===== src/rtl/bcpa_pkg.sv =====
`timescale 1ns / 1ps
// ----------------------------------------------------------------------------
// bcpa_pkg: shared types and constants
// Status codes, request kinds and the front-to-back command record.
// ----------------------------------------------------------------------------
package bcpa_pkg;

  localparam int MAX_PAGES = 1024;

  localparam logic [1:0] ST_OK    = 2'd0;
  localparam logic [1:0] ST_NOFIT = 2'd1;
  localparam logic [1:0] ST_RANGE = 2'd2;

  localparam logic REQ_ALLOC = 1'b0;
  localparam logic REQ_FREE  = 1'b1;

  typedef struct packed {
    logic        kind;
    logic        range_bad;
    logic [9:0]  start;
    logic [10:0] len;
  } cmd_t;

endpackage


===== src/rtl/bcpa_front.sv =====
`timescale 1ns / 1ps
// ----------------------------------------------------------------------------
// bcpa_front: request intake and classification
// Accepts requests, checks free bounds and pushes commands into a queue.
// ----------------------------------------------------------------------------
module bcpa_front (
  input  logic               clk,
  input  logic               rst,
  input  logic               in_valid,
  output logic               in_ready,
  input  logic               req_type,
  input  logic [9:0]         start_index,
  input  logic [10:0]        run_length,
  input  logic [10:0]        npages,
  output logic               cmd_valid,
  input  logic               cmd_ready,
  output bcpa_pkg::cmd_t     cmd
);

  bcpa_pkg::cmd_t q [2];
  logic           wp, rp;
  logic [1:0]     cnt;
  logic           push, pop;
  bcpa_pkg::cmd_t c;

  always_comb begin
    c.kind      = req_type;
    c.start     = start_index;
    c.len       = run_length;
    c.range_bad = ({2'b0, start_index} + {1'b0, run_length}) > {1'b0, npages};
  end

  assign in_ready  = (cnt != 2'd2);
  assign push      = in_valid && in_ready;
  assign cmd_valid = (cnt != 2'd0);
  assign pop       = cmd_valid && cmd_ready;
  assign cmd       = q[rp];

  always_ff @(posedge clk) begin
    if (push) q[wp] <= c;
    if (rst) begin
      wp <= 1'b0; rp <= 1'b0; cnt <= 2'd0;
    end else begin
      if (push) wp <= ~wp;
      if (pop)  rp <= ~rp;
      cnt <= cnt + {1'b0, push} - {1'b0, pop};
    end
  end

  assert property (@(posedge clk) disable iff (rst) cnt != 2'd3)
    else $error("queue count overflow");
  assert property (@(posedge clk) disable iff (rst) (cnt == 2'd2) |-> !in_ready)
    else $error("accept while queue full");
  assert property (@(posedge clk) disable iff (rst)
    (push && !pop && cnt == 2'd0) |=> cmd_valid)
    else $error("pushed command lost");

endmodule


===== src/rtl/bcpa_back.sv =====
`timescale 1ns / 1ps
// ----------------------------------------------------------------------------
// bcpa_back: bitmap executor
// Runs first-fit search, marking and freeing one page per cycle; clears the
// bitmap in one pass over all pages after reset and after a page count write.
// ----------------------------------------------------------------------------
module bcpa_back (
  input  logic               clk,
  input  logic               rst,
  input  logic               cfg_we,
  input  logic [10:0]        npages,
  input  logic               cmd_valid,
  output logic               cmd_ready,
  input  bcpa_pkg::cmd_t     cmd,
  output logic               out_valid,
  input  logic               out_ready,
  output logic [1:0]         status,
  output logic [9:0]         first_page,
  output logic [10:0]        pages_changed,
  output logic [10:0]        free_pages
);

  typedef enum logic [5:0] {
    S_IDLE = 6'b000001,
    S_SCAN = 6'b000010,
    S_MARK = 6'b000100,
    S_FREE = 6'b001000,
    S_DONE = 6'b010000,
    S_CLR  = 6'b100000
  } state_t;

  localparam int PAGES = bcpa_pkg::MAX_PAGES;

  state_t      state;
  logic        busy [PAGES];
  logic [10:0] p, s, run, len, endp, chg, fcnt;
  logic        cur;
  logic [9:0]  raddr;
  logic        mem_we, mem_wd;
  logic        take;

  assign cmd_ready = (state == S_IDLE) && (!out_valid || out_ready);
  assign take      = cmd_valid && cmd_ready;

  // Address the page p holds next cycle, so cur carries busy[p] in scan and free.
  always_comb begin
    case (state)
      S_IDLE:         raddr = (cmd.kind == bcpa_pkg::REQ_FREE) ? cmd.start : 10'd0;
      S_SCAN, S_FREE: raddr = p[9:0] + 10'd1;
      default:        raddr = p[9:0];
    endcase
  end

  assign mem_we = (state == S_CLR) || ((state == S_MARK || state == S_FREE) && p != endp);
  assign mem_wd = (state == S_MARK);

  always_ff @(posedge clk) begin
    if (mem_we) busy[p[9:0]] <= mem_wd;
    cur <= busy[raddr];
  end

  always_ff @(posedge clk) begin
    if (rst || cfg_we) begin
      state <= S_CLR;
      p <= 11'd0;
      out_valid <= 1'b0;
      fcnt <= 11'd0;
    end else begin
      if (out_valid && out_ready) out_valid <= 1'b0;
      case (state)
        S_CLR: begin
          if (p == 11'(PAGES - 1)) begin
            fcnt <= npages; state <= S_IDLE;
          end
          p <= p + 11'd1;
        end
        S_IDLE: if (take) begin
          len <= cmd.len; chg <= 11'd0; run <= 11'd0;
          first_page <= 10'd0;
          if (cmd.kind == bcpa_pkg::REQ_FREE) begin
            if (cmd.range_bad) begin
              status <= bcpa_pkg::ST_RANGE; state <= S_DONE;
            end else begin
              status <= bcpa_pkg::ST_OK; p <= {1'b0, cmd.start};
              endp <= {1'b0, cmd.start} + cmd.len; state <= S_FREE;
            end
          end else if (cmd.len > npages) begin
            status <= bcpa_pkg::ST_NOFIT; state <= S_DONE;
          end else begin
            p <= 11'd0; state <= S_SCAN;
          end
        end
        S_SCAN: begin
          if (p >= npages) begin
            status <= bcpa_pkg::ST_NOFIT; state <= S_DONE;
          end else if (cur) begin
            run <= 11'd0; p <= p + 11'd1;
          end else if (len == 11'd0) begin
            status <= bcpa_pkg::ST_OK; first_page <= p[9:0]; state <= S_DONE;
          end else begin
            if (run == 11'd0) s <= p;
            if (run + 11'd1 >= len) begin
              status <= bcpa_pkg::ST_OK;
              first_page <= (run == 11'd0) ? p[9:0] : s[9:0];
              p <= (run == 11'd0) ? p : s;
              endp <= p + 11'd1;
              state <= S_MARK;
            end else begin
              run <= run + 11'd1; p <= p + 11'd1;
            end
          end
        end
        S_MARK: begin
          if (p == endp) begin
            chg <= len; fcnt <= fcnt - len; state <= S_DONE;
          end else begin
            p <= p + 11'd1;
          end
        end
        S_FREE: begin
          if (p == endp) begin
            fcnt <= fcnt + chg; state <= S_DONE;
          end else begin
            if (cur) chg <= chg + 11'd1;
            p <= p + 11'd1;
          end
        end
        S_DONE: begin
          pages_changed <= chg; free_pages <= fcnt;
          out_valid <= 1'b1; state <= S_IDLE;
        end
        default: state <= S_IDLE;
      endcase
    end
  end

  assert property (@(posedge clk) disable iff (rst) $onehot(state))
    else $error("state not one-hot");
  assert property (@(posedge clk) disable iff (rst) fcnt <= 11'(PAGES))
    else $error("free count above page count");
  assert property (@(posedge clk) disable iff (rst || cfg_we)
    (out_valid && !out_ready) |=> out_valid && $stable(free_pages))
    else $error("stalled result changed");

endmodule


===== src/rtl/bitmap_contiguous_page_allocator_unit.sv =====
`timescale 1ns / 1ps
// ----------------------------------------------------------------------------
// bitmap_contiguous_page_allocator_unit: first-fit contiguous page allocator
// Keeps a busy bitmap and a free count; allocates and frees page runs.
// ----------------------------------------------------------------------------
// Usage: requests arrive on in_valid/in_ready with req_type, start_index and
// run_length; one result per request leaves on out_valid/out_ready with
// status, first_page, pages_changed and free_pages.
// A front stage classifies requests into a two-entry queue; a back stage
// walks the bitmap one page per cycle. An allocate scans from page 0 up to
// the first free run of run_length pages (for a zero-length allocate, the
// first free page; up to the page count when nothing fits), then marks it;
// a free walks its run, clearing it and counting busy pages; an out-of-range
// free or an allocate longer than the page count goes straight to the result.
// One request runs at a time; the next starts at the edge the result leaves.
// cfg_we/cfg_data write the page count (saturated to MAX_PAGES) and reload
// the free count. After reset and after each write the back stage clears
// the bitmap in one pass over all MAX_PAGES pages; requests queue meanwhile.
// When the receiver stalls, the result holds, the back stage waits and the
// queue takes up to two more requests before in_ready drops.
// ----------------------------------------------------------------------------
module bitmap_contiguous_page_allocator_unit (
  input  logic        clk,
  input  logic        rst,
  input  logic        cfg_we,
  input  logic [10:0] cfg_data,
  input  logic        in_valid,
  output logic        in_ready,
  input  logic        req_type,
  input  logic [9:0]  start_index,
  input  logic [10:0] run_length,
  output logic        out_valid,
  input  logic        out_ready,
  output logic [1:0]  status,
  output logic [9:0]  first_page,
  output logic [10:0] pages_changed,
  output logic [10:0] free_pages
);

  logic [10:0]    npages, npages_next;
  logic           cmd_valid, cmd_ready;
  bcpa_pkg::cmd_t cmd;

  assign npages_next = (cfg_data > 11'(bcpa_pkg::MAX_PAGES)) ? 11'(bcpa_pkg::MAX_PAGES)
                                                             : cfg_data;

  always_ff @(posedge clk) begin
    if (rst) npages <= 11'(bcpa_pkg::MAX_PAGES);
    else if (cfg_we) npages <= npages_next;
  end

  bcpa_front u_front (
    .clk, .rst, .in_valid, .in_ready, .req_type, .start_index, .run_length,
    .npages, .cmd_valid, .cmd_ready, .cmd
  );

  bcpa_back u_back (
    .clk, .rst, .cfg_we, .npages, .cmd_valid, .cmd_ready, .cmd,
    .out_valid, .out_ready, .status, .first_page, .pages_changed, .free_pages
  );

endmodule

===== config.mk =====
export PLATFORM = sky130hd
export DESIGN_NAME = bitmap_contiguous_page_allocator_unit
export DESIGN_NICKNAME = d
export VERILOG_FILES = /design/src/rtl/bcpa_pkg.sv /design/src/rtl/bcpa_front.sv /design/src/rtl/bcpa_back.sv /design/src/rtl/bitmap_contiguous_page_allocator_unit.sv
export SDC_FILE = /design/constraint.sdc
export NUM_CORES = 2
export LEC_CHECK = 0
export BUFFER_PORTS_ARGS = -buffer_cell sky130_fd_sc_hd__buf_2
export CORE_UTILIZATION = 40
export DETAILED_ROUTE_END_ITERATION = 8
export SLEW_MARGIN = 25
export SYNTH_ARGS = -nofsm -noshare
export SYNTH_HDL_FRONTEND = slang
export SYNTH_SLANG_ARGS = --single-unit

===== constraint.sdc =====
create_clock -name clk -period 20.6 [get_ports clk]
set_input_delay 2.06 -clock clk [delete_from_list [all_inputs] [get_ports clk]]
set_output_delay 2.06 -clock clk [all_outputs]
set_load 0.005 [all_outputs]

==> results.py <==
metrics = {
    "worst_setup_path": {
        "cp-end-kind": "flip-flop",
        "crit_top_cell": "buf_4",
        "regToRegEndpoint": "u_back.cur",
        "critPathTopFamily": "buffers and inverters",
        "cpMaxStageDelayCell": "ha_1",
        "path_class": "flip-flop to flip-flop",
        "reg2reg_from": "u_back.p[0]",
        "cp_num_cells": 15,
        "reg2reg_slack_ns": 14.41,
        "path_buf_inv": 3,
        "crit_required_ns": 21.24,
        "reg2reg_depth": 15,
        "crit_path_cell_trace": "buf_4 > ha_1 > a31oi_1 > a31o_2 > nand2_4 > buf_4 > buf_4 > and3_1 > a311oi_1 > o21ai_1 > o2111ai_1 > nor4_2 > nor4_1 > nor3_1 > nor3_2",
        "crit_arrival_ns": 6.83,
        "max_stage_delay_ns": 0.77,
        "critPathCapture": "u_back.cur",
        "critPathMaxFanout": 49,
        "start_kind": "flip-flop",
        "crit_start": "u_back.p[0]",
    },
    "detailed_routing": {
        "drc": 0,
        "wl_per_cell_um": 26.0,
        "firstDrtPassIters": 9,
        "ant_nets": 0,
        "drt-total-wl_mm": 192,
        "drt-vias-per-instance": 6.05,
        "num_vias": 44593,
        "drt_iter0_markers": 6362,
    },
    "timing": {
        "worst_clock_skew_ns": 0.0253,
        "slew_violations": 0,
        "rsz0062_at_grt": "no",
        "setup_violations": 0,
        "tightest_slew_ns": 1.18,
        "fmax_mhz": 162,
        "relSlewSlack": 0.212,
        "fin_crit_ns": 6.19,
        "final_hold_viol_count": 0,
        "hold_ws_ns": 0.475,
        "finalCritPeriodShare": 0.300,
        "setup_tns_ns": 0,
    },
    "min_path": {
        "hp-class": "flip-flop to flip-flop",
    },
    "power_and_ir_drop": {
        "power_density_nw_per_um2": 82.0,
        "power_mw": 5.23,
        "p_leak_nw": 20.9,
        "ir_drop_mv": 0.0756,
    },
    "yosys": {
        "ys_ff_latch": 1205,
        "synth_flop_cell": "edfxtp_1",
        "synth-seq-area-share": 0.620,
        "yosysTopAreaCellShare": 0.604,
        "synth.distinct_cells": 82,
        "yosysMostFrequentCell": "edfxtp_1",
        "synth.area.top_cells": "edfxtp_1 60%, nor2_1 7.4%, nand2_1 6.3%, nand3_1 3.7%, clkbuf_1 2.0%",
        "synthCells": 5547,
        "synthArstFlopShare": 0,
        "syn-num-nets": 5672,
        "synth_edf_count": 1159,
        "syn_area_per_cell_sq_um": 10.4,
        "syn_area_sq_um": 57600,
        "synth_common_cells": "1159 x edfxtp_1, 1136 x nor2_1, 968 x nand2_1",
        "yosysWarnings": 0,
        "synth_top_area_cell": "edfxtp_1",
    },
    "grt": {
        "met3_usage": 0.0546,
        "grt_usage": 0.257,
        "antenna_found_initial": 9,
        "grt_pass1_vias": 41414,
        "grtUsageMet1": 0.348,
        "grt_pass1_wl_mm": 278,
        "met2_usage": 0.404,
        "grt-ovfl-total": 0,
        "grt.busiest_layer": "met2",
        "grt_max_degree": 285,
    },
    "placed_design": {
        "portBuffers": 73,
        "place.gp.congestion": 0.879,
        "hpwl_mm": 101,
    },
    "die": {
        "core-area_sq_um": 142000,
        "io_pins": 74,
        "start_util": 0.405,
        "row_count": 138,
        "die_w_um": 382,
        "dieHeight_um": 382,
        "dieArea_sq_um": 146000,
    },
    "cts": {
        "insertion_delay_ns": 0.77,
        "post_cts_buffers": 0,
        "cts_made_buffers": 134,
        "path_clk_slew_ns": 0.06,
        "cts_resized": 0,
        "cts_buffer_depth": 3,
        "clock-sinks": 1205,
        "htreeDepth": 4,
        "cts_hold_buf": 0,
        "tritoncts": "yes",
        "cts_root_buffer": "clkbuf_16",
    },
    "run_status": {
        "outcome": "completed",
    },
    "cells_and_area": {
        "area_delta_synth_final_pct": 10.6,
        "fin_nets": 5501,
        "layout-drive-gt1-share": 0.0889,
        "post-route-util": 0.448,
    },
    "job": {
        "drv_cap": 0,
    },
}
## logic make-up (layout without fill, tap and decap cells)
group,Yosys count,count (layout),synth area share
DFF,1205,1205,0.620
AOI/OAI and AO/OA,834,834,0.100
other,0,2,0
and+or+nand+nor,2742,2742,0.198
xor gates and xnor gates,73,73,0.0111
muxes,63,63,0.0116
adders and majority gates,87,87,0.0193
buffers and inverters,543,476,0.0402
## metrics by stage
stage,setup slack [ns],area [sq um],cells
detailed placement,14.61,59500,7128
floorplan,0.596,57600,5547
finish,14.41,63800,7372
global placement,14.34,59400,7128
global route,14.19,63800,7370
CTS,14.57,63700,7368
## worst register-to-register path, delay by kind of cell, from the launching register on
family / cells / cell delay, ns
buf+inv: 3 / 1.98
simple gates: 6 / 1.88
compound gates: 5 / 0.95
fa+ha+maj: 1 / 0.82
flops: 1 / 0.45
## state kept, by name, summed over array words and instances, names as in the netlist, named ones only
name / count
u_back.busy: 1024
u_front.q: 46
npages: 11
u_back.chg: 11
u_back.endp: 11
u_back.fcnt: 11
u_back.free_pages: 11
u_back.len: 11
u_back.p: 11
u_back.pages_changed: 11
u_back.run: 11
u_back.s: 11
u_back.first_page: 10
u_back.state: 6
u_back.status: 2
u_front.cnt: 2
u_back.cur: 1
u_back.out_valid: 1
u_front.rp: 1
u_front.wp: 1
## layout make-up
class,instances,area (sq um)
clock buffers,177,3680
inverters,61,229
diodes,2,5.00
clock inverters,63,480
flip-flops and latches,1205,35700
repair buffers,175,1240
fillers,13400,78500
multi-input cells,3799,20000
well taps,1890,2360
## routing by layer
metal  vias to the layer above  part of all wire
met2                      2549              0.46
met4                         6             0.037
met1                     22143              0.39
met5                         -           0.00020
met3                       441              0.11
li1                      19454                 -
## worst min path at each step
stage	from	endpoint	slack [ns]	cells after the start
after global placement	u_back.fcnt[3]	u_back.free_pages[3]	0.45	0
after CTS	u_back.fcnt[4]	u_back.free_pages[4]	0.48	0
final	u_back.fcnt[6]	u_back.free_pages[6]	0.47	0
after detailed placement	u_back.fcnt[6]	u_back.free_pages[6]	0.46	0
after global routing	u_back.fcnt[5]	u_back.free_pages[5]	0.50	0
after floorplan	u_back.fcnt[8]	u_back.free_pages[8]	0.43	0
## where the power goes
part	switching [mW]	total (mW)	internal, mW
Combinational	0.167	0.249	0.0826
Sequential	0.00483	2.66	2.66
Clock	0.994	2.32	1.32
Total	1.17	5.23	4.06
## layout by cell type (no fill, tap or decap), drive strengths merged, types with 22 or more instances in the layout
cell type	netlist	routed
xor2	28	28
clkinv	0	49
a221oi	57	57
xnor2	45	45
a31oi	74	74
a211oi	33	33
clkbuf	311	177
nor2	1139	1139
inv	61	67
a22o	35	35
dfxtp	46	46
a311oi	23	23
ha	84	84
mux2i	36	36
nand3	422	422
a221o	27	27
a22oi	87	87
buf	171	175
nand4	38	38
o21ai	130	130
nand2	968	968
edfxtp	1159	1159
mux2	27	27
o21a	26	26
and3	38	38
nor3	38	38
nor4	22	22
a32oi	22	22
o211ai	42	42
a21oi	172	172
(Power assumes the default switching activity.)
